## src/hw/rtl/b64enc_pkg.sv

```systemverilog
// ----------------------------------------------------------------------------
// b64enc_pkg
// types, constants and the sextet alphabet of the base64 stream encoder
// ----------------------------------------------------------------------------
`default_nettype none

package b64enc_pkg;

  localparam int QueueDepth = 4;

  localparam logic [6:0] PadChar   = 7'd61;  // '='
  localparam logic [6:0] UpperBase = 7'd65;  // 'A'
  localparam logic [6:0] LowerOffs = 7'd71;  // 'a' minus 26
  localparam logic [6:0] DigitOffs = 7'd4;   // 52 minus '0'
  localparam logic [6:0] PlusChar  = 7'd43;  // '+'
  localparam logic [6:0] SlashChar = 7'd47;  // '/'

  typedef enum logic [1:0] {
    PH_FIRST  = 2'd0,
    PH_SECOND = 2'd1,
    PH_THIRD  = 2'd2
  } phase_e;

  // one byte worth of characters, cnt_m1 is the count less one
  typedef struct packed {
    logic [3:0][6:0] chars;
    logic [1:0]      cnt_m1;
    logic            last;
  } job_t;

  function automatic logic [6:0] sextet_char(input logic [5:0] v);
    logic [6:0] c;
    if (v < 6'd26) begin
      c = UpperBase + {1'b0, v};
    end else if (v < 6'd52) begin
      c = LowerOffs + {1'b0, v};
    end else if (v < 6'd62) begin
      c = {1'b0, v} - DigitOffs;
    end else if (v == 6'd62) begin
      c = PlusChar;
    end else begin
      c = SlashChar;
    end
    return c;
  endfunction

endpackage

`default_nettype wire

```

## src/hw/rtl/b64enc_byte_if.sv

```systemverilog
// ----------------------------------------------------------------------------
// b64enc_byte_if
// valid/ready channel carrying message bytes
// ----------------------------------------------------------------------------
`default_nettype none

interface b64enc_byte_if;
  logic       valid;
  logic       ready;
  logic [7:0] data_byte;
  logic       end_of_message;

  modport source (output valid, output data_byte, output end_of_message, input ready);
  modport sink   (input valid, input data_byte, input end_of_message, output ready);
endinterface

`default_nettype wire

```

## src/hw/rtl/b64enc_char_if.sv

```systemverilog
// ----------------------------------------------------------------------------
// b64enc_char_if
// valid/ready channel carrying encoded characters
// ----------------------------------------------------------------------------
`default_nettype none

interface b64enc_char_if;
  logic       valid;
  logic       ready;
  logic [6:0] out_char;
  logic       last_char;

  modport source (output valid, output out_char, output last_char, input ready);
  modport sink   (input valid, input out_char, input last_char, output ready);
endinterface

`default_nettype wire

```

## src/hw/rtl/base64_stream_encoder_unit.sv

```systemverilog
// ----------------------------------------------------------------------------
// base64_stream_encoder_unit
// base64 encoder with '=' padding, message bytes in, characters out
//
// byte_i takes message bytes, end_of_message set on the final byte of each
// message. char_o gives ASCII characters, last_char set on the final one.
// a transfer happens on a clock edge with valid and ready both high.
// a transferred byte is written as a job into the queue; the back side then
// loads its characters into the output register. the output register sends
// one character per cycle while char_o.ready is high; a middle byte gives 1
// or 2 characters and a final byte 2, 3 or 4. bytes enter at one per cycle
// while the job queue has room, even while earlier bytes' characters go out.
// over a long message the single-character output register sets the rate.
// reset clears the group position, the queue and the output valid flag; no
// message state survives it.
// when the receiver stalls, the character holds on char_o, the queue fills
// and then byte_i.ready drops until the back side drains a job.
// ----------------------------------------------------------------------------
`default_nettype none

module base64_stream_encoder_unit #(
  parameter int QUEUE_DEPTH = b64enc_pkg::QueueDepth
) (
  input  logic          clk_i,
  input  logic          rst_ni,
  b64enc_byte_if.sink   byte_i,
  b64enc_char_if.source char_o
);
  import b64enc_pkg::*;

  job_t front_job, head_job;
  logic front_valid, front_ready;
  logic head_valid, head_pop;

  b64enc_front u_front (
    .clk_i       (clk_i),
    .rst_ni      (rst_ni),
    .byte_i      (byte_i),
    .job_o       (front_job),
    .job_valid_o (front_valid),
    .job_ready_i (front_ready)
  );

  b64enc_queue #(
    .Depth (QUEUE_DEPTH)
  ) u_queue (
    .clk_i        (clk_i),
    .rst_ni       (rst_ni),
    .push_job_i   (front_job),
    .push_valid_i (front_valid),
    .push_ready_o (front_ready),
    .head_o       (head_job),
    .head_valid_o (head_valid),
    .pop_i        (head_pop)
  );

  b64enc_back u_back (
    .clk_i        (clk_i),
    .rst_ni       (rst_ni),
    .head_i       (head_job),
    .head_valid_i (head_valid),
    .pop_o        (head_pop),
    .char_o       (char_o)
  );

endmodule

`default_nettype wire

```

## src/hw/rtl/b64enc_front.sv

```systemverilog
// ----------------------------------------------------------------------------
// b64enc_front
// accepts bytes, tracks the group position and builds character jobs
// ----------------------------------------------------------------------------
`default_nettype none

module b64enc_front (
  input  logic              clk_i,
  input  logic              rst_ni,
  b64enc_byte_if.sink       byte_i,
  output b64enc_pkg::job_t  job_o,
  output logic              job_valid_o,
  input  logic              job_ready_i
);
  import b64enc_pkg::*;

  phase_e     phase_q, phase_d;
  logic [3:0] left_q, left_d;
  logic       xfer;
  logic [7:0] b;
  logic       eom;

  assign byte_i.ready = job_ready_i;
  assign job_valid_o  = byte_i.valid;
  assign xfer         = byte_i.valid && job_ready_i;
  assign b            = byte_i.data_byte;
  assign eom          = byte_i.end_of_message;

  always_ff @(posedge clk_i or negedge rst_ni) begin
    if (!rst_ni) begin
      phase_q <= PH_FIRST;
      left_q  <= '0;
    end else if (xfer) begin
      phase_q <= phase_d;
      left_q  <= left_d;
    end
  end

  always_comb begin
    job_o.chars  = {PadChar, PadChar, PadChar, PadChar};
    job_o.last   = eom;
    job_o.cnt_m1 = 2'd0;
    phase_d      = PH_FIRST;
    left_d       = '0;
    case (phase_q)
      PH_SECOND: begin
        job_o.chars[0] = sextet_char({left_q[1:0], b[7:4]});
        if (eom) begin
          job_o.chars[1] = sextet_char({b[3:0], 2'b00});
          job_o.cnt_m1   = 2'd2;
        end else begin
          phase_d = PH_THIRD;
          left_d  = b[3:0];
        end
      end
      PH_THIRD: begin
        job_o.chars[0] = sextet_char({left_q, b[7:6]});
        job_o.chars[1] = sextet_char(b[5:0]);
        job_o.cnt_m1   = 2'd1;
      end
      default: begin
        job_o.chars[0] = sextet_char(b[7:2]);
        if (eom) begin
          job_o.chars[1] = sextet_char({b[1:0], 4'b0000});
          job_o.cnt_m1   = 2'd3;
        end else begin
          phase_d = PH_SECOND;
          left_d  = {2'b00, b[1:0]};
        end
      end
    endcase
  end

endmodule

`default_nettype wire

```

## src/hw/rtl/b64enc_queue.sv

```systemverilog
// ----------------------------------------------------------------------------
// b64enc_queue
// small job queue between the byte front and the character back
// ----------------------------------------------------------------------------
`default_nettype none

module b64enc_queue #(
  parameter int Depth = b64enc_pkg::QueueDepth
) (
  input  logic              clk_i,
  input  logic              rst_ni,
  input  b64enc_pkg::job_t  push_job_i,
  input  logic              push_valid_i,
  output logic              push_ready_o,
  output b64enc_pkg::job_t  head_o,
  output logic              head_valid_o,
  input  logic              pop_i
);
  import b64enc_pkg::*;

  localparam int PtrW = (Depth > 1) ? $clog2(Depth) : 1;
  localparam int CntW = $clog2(Depth + 1);

  job_t            mem_q [Depth];
  logic [PtrW-1:0] wr_ptr_q, rd_ptr_q;
  logic [CntW-1:0] cnt_q;
  logic            push, pop, full, empty;

  assign full         = (cnt_q == CntW'(Depth));
  assign empty        = (cnt_q == '0);
  assign push_ready_o = !full;
  assign head_valid_o = !empty;
  assign head_o       = mem_q[rd_ptr_q];
  assign push         = push_valid_i && !full;
  assign pop          = pop_i && !empty;

  always_ff @(posedge clk_i) begin
    if (push) begin
      mem_q[wr_ptr_q] <= push_job_i;
    end
  end

  always_ff @(posedge clk_i or negedge rst_ni) begin
    if (!rst_ni) begin
      wr_ptr_q <= '0;
      rd_ptr_q <= '0;
      cnt_q    <= '0;
    end else begin
      if (push) begin
        wr_ptr_q <= (wr_ptr_q == PtrW'(Depth - 1)) ? '0 : wr_ptr_q + 1'b1;
      end
      if (pop) begin
        rd_ptr_q <= (rd_ptr_q == PtrW'(Depth - 1)) ? '0 : rd_ptr_q + 1'b1;
      end
      if (push && !pop) begin
        cnt_q <= cnt_q + 1'b1;
      end else if (pop && !push) begin
        cnt_q <= cnt_q - 1'b1;
      end
    end
  end

endmodule

`default_nettype wire

```

## src/hw/rtl/b64enc_back.sv

```systemverilog
// ----------------------------------------------------------------------------
// b64enc_back
// steps through the characters of the head job into the output register
// ----------------------------------------------------------------------------
`default_nettype none

module b64enc_back (
  input  logic              clk_i,
  input  logic              rst_ni,
  input  b64enc_pkg::job_t  head_i,
  input  logic              head_valid_i,
  output logic              pop_o,
  b64enc_char_if.source     char_o
);
  import b64enc_pkg::*;

  logic [1:0] idx_q, idx_d;
  logic       valid_q, valid_d;
  logic [6:0] char_q;
  logic       last_q;
  logic       slot_free, load, at_end;

  assign slot_free = !valid_q || char_o.ready;
  assign load      = head_valid_i && slot_free;
  assign at_end    = (idx_q == head_i.cnt_m1);
  assign pop_o     = load && at_end;

  always_comb begin
    idx_d   = idx_q;
    valid_d = valid_q && !char_o.ready;
    if (load) begin
      valid_d = 1'b1;
      idx_d   = at_end ? 2'd0 : idx_q + 2'd1;
    end
  end

  always_ff @(posedge clk_i or negedge rst_ni) begin
    if (!rst_ni) begin
      idx_q   <= '0;
      valid_q <= 1'b0;
    end else begin
      idx_q   <= idx_d;
      valid_q <= valid_d;
    end
  end

  always_ff @(posedge clk_i) begin
    if (load) begin
      char_q <= head_i.chars[idx_q];
      last_q <= head_i.last && at_end;
    end
  end

  assign char_o.valid     = valid_q;
  assign char_o.out_char  = char_q;
  assign char_o.last_char = last_q;

endmodule

`default_nettype wire

```

## src/flat_wrapper.sv

```systemverilog
// flat-port wrapper written by rule: the top's interface ports become plain ports
module base64_stream_encoder_unit_flat import b64enc_pkg::*;
#(
  parameter int QUEUE_DEPTH = b64enc_pkg::QueueDepth
)
  (clk_i, rst_ni, byte_i_valid, byte_i_data_byte, byte_i_end_of_message, byte_i_ready, char_o_valid, char_o_out_char, char_o_last_char, char_o_ready);
  b64enc_byte_if byte_i_i ();
  b64enc_char_if char_o_i ();
  input  logic clk_i;
  input  logic rst_ni;
  input wire logic [$bits(byte_i_i.valid)-1:0] byte_i_valid;
  input wire logic [$bits(byte_i_i.data_byte)-1:0] byte_i_data_byte;
  input wire logic [$bits(byte_i_i.end_of_message)-1:0] byte_i_end_of_message;
  output wire logic [$bits(byte_i_i.ready)-1:0] byte_i_ready;
  output wire logic [$bits(char_o_i.valid)-1:0] char_o_valid;
  output wire logic [$bits(char_o_i.out_char)-1:0] char_o_out_char;
  output wire logic [$bits(char_o_i.last_char)-1:0] char_o_last_char;
  input wire logic [$bits(char_o_i.ready)-1:0] char_o_ready;
  assign byte_i_i.valid = byte_i_valid;
  assign byte_i_i.data_byte = byte_i_data_byte;
  assign byte_i_i.end_of_message = byte_i_end_of_message;
  assign byte_i_ready = byte_i_i.ready;
  assign char_o_valid = char_o_i.valid;
  assign char_o_out_char = char_o_i.out_char;
  assign char_o_last_char = char_o_i.last_char;
  assign char_o_i.ready = char_o_ready;
  base64_stream_encoder_unit #(.QUEUE_DEPTH(QUEUE_DEPTH)) u_core (.clk_i(clk_i), .rst_ni(rst_ni), .byte_i(byte_i_i), .char_o(char_o_i));
endmodule
```

## config.mk

```make
export PLATFORM = sky130hd
export DESIGN_NAME = base64_stream_encoder_unit_flat
export DESIGN_NICKNAME = d
export VERILOG_FILES = /design/src/hw/rtl/b64enc_pkg.sv /design/src/hw/rtl/b64enc_byte_if.sv /design/src/hw/rtl/b64enc_char_if.sv /design/src/hw/rtl/base64_stream_encoder_unit.sv /design/src/hw/rtl/b64enc_front.sv /design/src/hw/rtl/b64enc_queue.sv /design/src/hw/rtl/b64enc_back.sv /design/src/flat_wrapper.sv
export SDC_FILE = /design/constraint.sdc
export NUM_CORES = 1
export LEC_CHECK = 0
export ABC_AREA = 0
export BUFFER_PORTS_ARGS = -buffer_cell sky130_fd_sc_hd__buf_4
export CORE_MARGIN = 2
export CORE_UTILIZATION = 56
export CTS_CLUSTER_DIAMETER = 50
export DETAILED_ROUTE_END_ITERATION = 12
export GPL_ROUTABILITY_DRIVEN = 0
export GPL_TIMING_DRIVEN = 0
export PLACE_DENSITY = 0.76
export SYNTH_ARGS = -nofsm -noshare
export SYNTH_HDL_FRONTEND = slang
export SYNTH_SLANG_ARGS = --single-unit
```

## constraint.sdc

```tcl
create_clock -name clk_i -period 2.2 [get_ports clk_i]
set_input_delay 0.11 -clock clk_i [delete_from_list [all_inputs] [get_ports clk_i]]
set_output_delay 0.11 -clock clk_i [all_outputs]
set_load 0.02 [all_outputs]
```

==> out/results.txt, run 1 <==
Synth area leaders = edfxtp_1, dfrtp_1, ha_1
Slew Viols, Final = 0
vias = 4264
cells after synthesis = 501
synthesized area = 5640 µm²
post-route minimum period = 2.50 ns
outcome = complete, but fails checks
Avg Cell Area, Syn = 11.3 µm²
Post-synth EDFFs = 76
ys flop type = edfxtp_1
num rows = 36
Area Overhead vs Synth = 16.0%
CP required = 2.45 ns
drt total wl = 13000 µm
Yosys reg bits = 92
initial core utilization = 0.577
Tot GR Track Use = 0.247
PD cells = 1180 nW/µm²
nets = 587
register area share after synthesis = 0.475
DP Area = 6010 µm²
RSZ-0062 raised after global routing = true
Hold Violations, Final = 0
Die H = 104 µm
antenna violations before repair = 0
area of the multi-input gates = 2960 µm²
YS warnings = 0
Slew headroom = 0.422
final setup violation count = 2
Final Util = 0.669
chip width = 104 µm
DR vias/cell = 6.26
FILL cells = 707
CP Max Fanout = 4
Port Buffers = 22
CTS buffer count = 9
total power = 0.00775 W
clk root buf = clkbuf_8
layout cell share with drive strength beyond 1 = 0.237
CTS Sinks = 92
DR iter-0 viols = 410
fraction of registers with async set/reset = 0.174
Synth cell types = 68
DRT antenna net count = 0
die area = 10900 µm²
crit share post-route = 1.14
grt ovf = 0
largest net degree at the start of global routing = 18
post-synth top area share = 0.405
I/O pins = 23
CTS tree = done
Sequential Area = 2680 µm²
CTS Buffer Depth = 2
crit path DAT = 2.74 ns
Max Clock Skew = 0.00546 ns
Lkg Pwr = 2.46 nW
via count of the first global-routing pass = 4206
failing checks = negative setup slack
Worst Setup Path Type = register to register
FMAX = 400 MHz
# DRC = 0
setup ws final = -0.297 ns
CP startpoint kind = register
Hold WS = 0.0474 ns
Core Footprint = 9770 µm²
clk slew on worst S/H paths = 0.09 ns
first-pass GRT wire length = 21400 µm
TritonRoute pass-1 iters = 5
cell taking the most area after synthesis = edfxtp_1
cell area after layout = 6540 µm²
Peak VDD IR = 0.495 mV
Worst Max-Slew Pin Slew = 0.866 ns
post-detail-place hpwl = 9130 µm
H-tree level count = 3
MaxCap Viol Count = 0
Hold WC Path Type = input port to register
Syn Nets = 545
CP Capture Type = register
# diodes = 0
wire length per cell = 19.0 µm
Clk Latency, worst-skew pair = 0.36 ns
-- power breakdown --
part           internal [W]  total, W  switching [W]
Clock              0.000459   0.00106       0.000606
Combinational       0.00166   0.00374        0.00208
Sequential          0.00272   0.00294       0.000229
Total               0.00484   0.00775        0.00291
-- metal layers --
layer,global-route usage,share of wire,vias to the layer above
met1,0.313,0.42,2060
met4,0.117,0.030,0
met5,0,0,-
met3,0.0414,0.063,29
met2,0.414,0.49,185
li1,-,-,1990
-- synthesized netlist by cell type, types with 6 or more instances --
| library cell | count |
|---|---|
| edfxtp_1 | 76 |
| ha_1 | 30 |
| nand2_1 | 29 |
| o21ai_0 | 29 |
| clkbuf_1 | 25 |
| a21oi_1 | 24 |
| inv_1 | 23 |
| nand3_1 | 23 |
| nor2_1 | 22 |
| dfrtp_1 | 16 |
| xnor2_1 | 16 |
| mux4_2 | 15 |
| nor3_1 | 13 |
| nand2b_1 | 11 |
| nor2b_1 | 11 |
| o211ai_1 | 10 |
| and3_1 | 9 |
| a21o_1 | 7 |
| mux2i_1 | 7 |
| or3_1 | 7 |
| a31oi_1 | 6 |
| buf_2 | 6 |
-- cell families after synthesis --
| logic type | synth area share |
|---|---|
| adders and majority gates | 0.0701 |
| AOI/OAI and AO/OA | 0.161 |
| muxes | 0.0949 |
| xor gates and xnor gates | 0.0295 |
| DFF | 0.475 |
| buffers and inverters | 0.0399 |
| and+or+nand+nor | 0.129 |
-- critical path: stages (launching register included) --
cell and delay [ns]:
dfrtp_1 0.40, buf_8 0.13, mux4_2 0.52, xnor2_2 0.16, and2_4 0.20, nand2_4 0.07, ha_4 0.18, inv_2 0.05
fa_2 0.41, mux2_2 0.26
-- flip-flops by register name (all words and copies together) (netlist names) --
register                        cells
u_core.u_front.left_q               4
u_core.u_back.char_o.last_char      1
u_core.u_queue.cnt_q                3
u_core.u_queue.mem_q               68
u_core.u_queue.wr_ptr_q             2
u_core.u_front.phase_q              2
u_core.u_queue.rd_ptr_q             2
u_core.u_back.char_o.valid          1
u_core.u_back.idx_q                 2
u_core.u_back.char_o.out_char       7
-- per-stage QoR --
step / std cells / setup WS (ns) / TNS [ns]
after global placement: 656 / -0.632 / -26.79
after global routing: 681 / -0.398 / -0.912
after CTS: 676 / -0.316 / -0.623
final: 681 / -0.297 / -0.589
after detailed placement: 656 / -0.671 / -29.24
after floorplan: 501 / -0.219 / -0.411
-- path summary, 6_finish.rpt --
kind                       slack, ns                         end  depth (start not counted)                        from
hold / removal                  0.05  u_core.u_queue.mem_q[1][0]                          1       byte_i_end_of_message
setup / recovery               -0.30     u_core.u_queue.cnt_q[1]                          9  u_core.u_queue.rd_ptr_q[0]
max in group asynchronous       1.86    u_core.u_front.left_q[0]                          2                      rst_ni
hold reg to reg                 0.51     u_core.u_queue.cnt_q[2]                          1     u_core.u_queue.cnt_q[2]
min in group asynchronous       0.14      u_core.u_back.idx_q[0]                          2                      rst_ni
setup reg to reg               -0.30     u_core.u_queue.cnt_q[1]                          9  u_core.u_queue.rd_ptr_q[0]
-- layout by cell type (no fill, tap or decap), types with 7 or more instances in the layout --
cell type	netlist	final
inv_1	23	20
xnor2_1	16	14
clkbuf_1	25	8
dfrtp_1	16	15
buf_4	0	37
nand2_1	29	28
nand3_1	23	22
o21ai_0	29	26
nor3_1	13	13
ha_1	30	25
clkbuf_8	0	10
nor2_1	22	22
a21o_1	7	7
or3_1	7	7
nand2b_1	11	10
nor2b_1	11	9
mux2i_1	7	7
o211ai_1	10	10
and3_1	9	9
edfxtp_1	76	76
a21oi_1	24	19
mux4_2	15	15
-- cell type report --
cell class | instances | share of cell area
clock inverters | 6 | 0.00784
plain buffers | 25 | 0.0233
flip-flops and latches | 92 | 0.410
repair buffers | 38 | 0.0444
inverters | 24 | 0.0157
multi-input cells | 353 | 0.452
well taps | 133 | 0.0254
clock buffers | 10 | 0.0210
-- timing repair --
action,CTS,global route
hold buffers,2,0
pin swaps,6,7
setup endpoints to repair,65,64
endpoints found under the hold margin,17,0
buffers inserted,6,8
resized for setup,27,41
Power figures use the tool's default switching activity.
==> inputs of run 2 (changes only) <==
SKIP_LAST_GASP = 1   (was default)
==> out/results.txt, run 2 (synthesized netlist as in run 1, its figures left out) <==
Hold WS = 0.0479 ns
Hold WC Path Type = input port to register
setup ws final = -0.297 ns
failing checks = negative setup slack
die area = 10900 µm²
num rows = 36
layout cell share with drive strength beyond 1 = 0.235
chip width = 104 µm
final setup violation count = 2
CP startpoint kind = register
PD cells = 1180 nW/µm²
# diodes = 0
Max Clock Skew = 0.00569 ns
Core Footprint = 9770 µm²
post-detail-place hpwl = 9130 µm
Tot GR Track Use = 0.247
vias = 4254
initial core utilization = 0.577
CP Capture Type = register
Reg power frac = 0.381
nets = 587
CP required = 2.45 ns
Slew Viols, Final = 0
Worst Setup Path Type = register to register
Pint = 0.00483 W
DRT antenna net count = 0
DR iter-0 viols = 416
Clk Latency, worst-skew pair = 0.36 ns
DP Area = 6010 µm²
commonest cells after routing, fill and taps aside = edfxtp_1, buf_4, nand2_1
Slew headroom = 0.420
Switch Pwr = 0.00290 W
grt ovf = 0
Lkg Pwr = 2.46 nW
worst setup path startpoint = u_core.u_queue.rd_ptr_q[0]
fin cells = 681
FMAX = 401 MHz
I/O pins = 23
FF-to-FF End = u_core.u_queue.cnt_q[1]
via count of the first global-routing pass = 4206
r2r setup slk = -0.30 ns
switch share = 0.375
Reg2Reg Launch Point = u_core.u_queue.rd_ptr_q[0]
Die H = 104 µm
H-tree level count = 3
max reg flops = 68
drt total wl = 13000 µm
CP Max Fanout = 4
Worst Max-Slew Pin Slew = 0.870 ns
# DRC = 0
Hold Violations, Final = 0
TritonRoute pass-1 iters = 6
antenna violations before repair = 0
RSZ-0062 raised after global routing = true
CTS tree = done
CTS Buffer Depth = 2
total power = 0.00773 W
CTS Sinks = 92
most common cell after layout, fill and taps aside = edfxtp_1
Top reg by flops = u_core.u_queue.mem_q
placed insts = 656
Port Buffers = 22
Clock Power Share = 0.138
crit share post-route = 1.13
clk root buf = clkbuf_8
first-pass GRT wire length = 21400 µm
CTS buffer count = 9
Worst setup endpoint = u_core.u_queue.cnt_q[1]
worst r2r path cells = 9
post-route minimum period = 2.50 ns
Area Overhead vs Synth = 15.9%
outcome = complete, but fails checks
crit path DAT = 2.74 ns
wire length per cell = 19.1 µm
largest net degree at the start of global routing = 18
cell area after layout = 6540 µm²
Comb power frac = 0.482
Peak VDD IR = 0.495 mV
DR vias/cell = 6.25
clk slew on worst S/H paths = 0.09 ns
MaxCap Viol Count = 0
## run 2: cell counts in the layout (fill, tap and decap cells not counted)
No cell type changed its count.
## run 2: area by class of cell
class                           count  area, µm²
Inverter                           24        103
Multi-Input combinational cell    353       2950
Buffer                             25        153
Tap cell                          133        166
Timing Repair Buffer               38        290
Clock inverter                      6       51.3
Clock buffer                       10        138
Sequential cell                    92       2680
Fill cell                         708       3240
## run 2: repair_timing
action | CTS | global route
buffers inserted | 6 | 8
endpoints found under the hold margin | 17 | 0
pin swaps | 6 | 6
setup endpoints to repair | 65 | 64
gates resized for setup | 27 | 40
hold buffers | 2 | 0
cloned | 0 | 0
## run 2: critical path, stage by stage, from the launching register on
cell	delay [ns]
dfrtp_1	0.40
buf_8	0.13
mux4_2	0.52
xnor2_2	0.16
and2_4	0.20
nand2_4	0.07
ha_4	0.18
inv_2	0.05
fa_2	0.41
mux2_2	0.26
## run 2: worst min-delay path by stage
stage	startpoint	end	slack [ns]	cells past startpoint
finish	byte_i_end_of_message	u_core.u_queue.mem_q[1][0]	0.05	1
global route	byte_i_end_of_message	u_core.u_queue.mem_q[1][0]	0.04	1
CTS	byte_i_end_of_message	u_core.u_queue.mem_q[1][0]	0.03	1
detailed placement	rst_ni	u_core.u_back.idx_q[0]	-0.01	1
global placement	rst_ni	u_core.u_back.idx_q[1]	-0.009	1
floorplan	rst_ni	u_core.u_back.char_o.valid	-0.19	0
## run 2: power by group through the flow
stage                     Combinational (W)  Clock, W  Sequential (W)
after floorplan                     0.00233         0         0.00301
after global placement              0.00319         0         0.00294
after detailed placement            0.00329         0         0.00297
after CTS                           0.00349   0.00108         0.00294
after global routing                0.00407   0.00114         0.00300
final                               0.00372   0.00106         0.00294
## run 2: stage by stage
step                TNS (ns)  utilization  setup WS (ns)
floorplan             -0.411            -         -0.219
global placement      -26.79        0.615         -0.632
detailed placement    -29.24        0.615         -0.671
CTS                   -0.623        0.650         -0.316
global route           -1.02        0.669         -0.398
finish                -0.573        0.669         -0.297
## run 2: layer usage
| layer | part of all wire | global-route usage | wire length [µm] | vias to the layer above |
|---|---|---|---|---|
| met5 | 0 | 0 | 0 | - |
| met4 | 0.028 | 0.117 | 365 | 0 |
| met3 | 0.058 | 0.0414 | 759 | 26 |
| met2 | 0.50 | 0.414 | 6430 | 180 |
| met1 | 0.42 | 0.313 | 5430 | 2057 |
| li1 | - | - | - | 1991 |
==> inputs of run 3 (changes only) <==
CORE_UTILIZATION = 58   (was 56)
CTS_BUF_LIST = sky130_fd_sc_hd__clkbuf_4 sky130_fd_sc_hd__clkbuf_8   (was default)
PLACE_DENSITY = 0.79   (was 0.76)
SLEW_MARGIN = 20   (was default)
==> out/results.txt, run 3 (synthesized netlist as in run 1, its figures left out) <==
I/O pins = 23
outcome = complete, but fails checks
# diodes = 0
r2r setup slk = -0.36 ns
Worst setup endpoint = u_core.u_queue.cnt_q[1]
FF-to-FF End = u_core.u_queue.cnt_q[1]
Hold WC Path Type = input port to register
CP Capture Type = register
FMAX = 391 MHz
antenna violations before repair = 0
Reg2Reg Launch Point = u_core.u_queue.rd_ptr_q[0]
DR iter-0 viols = 433
crit-path leading delay family = multiplexers
Lkg Pwr = 2.47 nW
Metal-1 WL = 5370 µm
wire length per cell = 19.1 µm
Tot GR Track Use = 0.260
CP Max Fanout = 3
# DRC = 0
CP Buf/Inv Count = 2
Slew Viols, Final = 0
Top Metal Used = met4
chip width = 103 µm
worst r2r path cells = 9
Clk Latency, worst-skew pair = 0.35 ns
commonest cells after routing, fill and taps aside = edfxtp_1, buf_4, nand2_1
CTS Sinks = 92
Hold Violations, Final = 0
Crit path largest cell delay = 0.53 ns
post-route minimum period = 2.56 ns
setup ws final = -0.360 ns
Core Footprint = 9330 µm²
post-detail-place hpwl = 9190 µm
first-pass GRT wire length = 20900 µm
initial core utilization = 0.605
crit share post-route = 1.16
RSZ-0062 raised after global routing = true
Final Util = 0.699
CTS buffer count = 9
die area = 10500 µm²
Top reg by flops = u_core.u_queue.mem_q
DR vias/cell = 6.38
clk root buf = clkbuf_8
layout cell share with drive strength beyond 1 = 0.239
Worst Max-Slew Pin Slew = 0.859 ns
max reg flops = 68
cell breakdown of the critical path = buf_12 -> mux4_2 -> xnor2_2 -> and2_4 -> nand2_4 -> ha_4 -> inv_2 -> fa_2 -> mux2_2
Hold WS = 0.0488 ns
crit path DAT = 2.80 ns
nets = 591
CTS Buffer Depth = 2
MaxCap Viol Count = 0
Worst path slowest cell = mux4_2
num rows = 35
drt total wl = 13000 µm
Die H = 103 µm
Area Overhead vs Synth = 15.5%
largest net degree at the start of global routing = 18
most common cell after layout, fill and taps aside = edfxtp_1
Port Buffers = 22
met3 wire length = 839 µm
HP Start = byte_i_end_of_message
DRT antenna net count = 0
PD cells = 1190 nW/µm²
WP depth = 9
Worst Setup Path Type = register to register
met2 wire length = 6440 µm
grt ovf = 0
final setup violation count = 4
Peak VDD IR = 0.634 mV
vias = 4342
CP required = 2.44 ns
clk slew on worst S/H paths = 0.09 ns
Slew headroom = 0.428
worst setup path startpoint = u_core.u_queue.rd_ptr_q[0]
via count of the first global-routing pass = 4171
Max Clock Skew = 0.00709 ns
TritonRoute pass-1 iters = 5
CTS tree = done
CP startpoint kind = register
H-tree level count = 3
failing checks = negative setup slack
[run 3: where the power goes]
| part | total (W) | switching [W] | internal (W) |
|---|---|---|---|
| sequential | 0.00294 | 0.000225 | 0.00272 |
| combinational | 0.00373 | 0.00207 | 0.00166 |
| clock | 0.00110 | 0.000571 | 0.000532 |
| total | 0.00777 | 0.00287 | 0.00491 |
[run 3: what timing repair did]
item	4_1_cts	5_1_grt
pin swaps	7	9
buffers inserted	10	7
setup endpoints to repair	62	52
resized for setup	25	31
hold buffers	2	0
hold endpoints to repair	17	0
[run 3: metal layers]
metal,GRT usage,vias to the layer above
li1,-,2001
met1,0.341,2116
met2,0.436,194
met3,0.0319,31
met4,0.115,0
met5,0,-
[run 3: worst min path at each step]
stage / end / cells past startpoint
2_1_floorplan: u_core.u_back.char_o.valid / 0
3_3_place_gp: u_core.u_back.idx_q[1] / 1
3_5_place_dp: u_core.u_back.idx_q[1] / 1
4_1_cts: u_core.u_queue.mem_q[2][0] / 1
5_1_grt: u_core.u_queue.mem_q[2][0] / 1
6_report: u_core.u_queue.mem_q[3][0] / 1
[run 3: layout make-up]
class,instances,area [µm²]
buffer,26,156
clock buffer,9,124
clock inverter,7,75.1
fill,690,2810
inverter,24,95.1
multi-input combinational,353,2910
sequential,92,2690
tap,129,161
timing repair buffer,41,313
[run 3: worst reg2reg max path: stages, from the launching register on]
cell,delay [ns]
dfrtp_1,0.41
buf_12,0.13
mux4_2,0.53
xnor2_2,0.20
and2_4,0.19
nand2_4,0.07
ha_4,0.19
inv_2,0.05
fa_2,0.41
mux2_2,0.27
[run 3: metrics by stage]
step           setup TNS, ns  cells  instance area, µm²  worst slack [ns]  total power [W]
3_5_place_dp          -28.72    652                6010            -0.701          0.00626
2_1_floorplan         -0.411    501                5680            -0.219          0.00533
6_report              -0.717    681                6520            -0.360          0.00777
4_1_cts               -0.699    675                6370            -0.362          0.00760
3_3_place_gp          -24.55    652                6010            -0.599          0.00611
5_1_grt                -1.30    681                6520            -0.407          0.00822
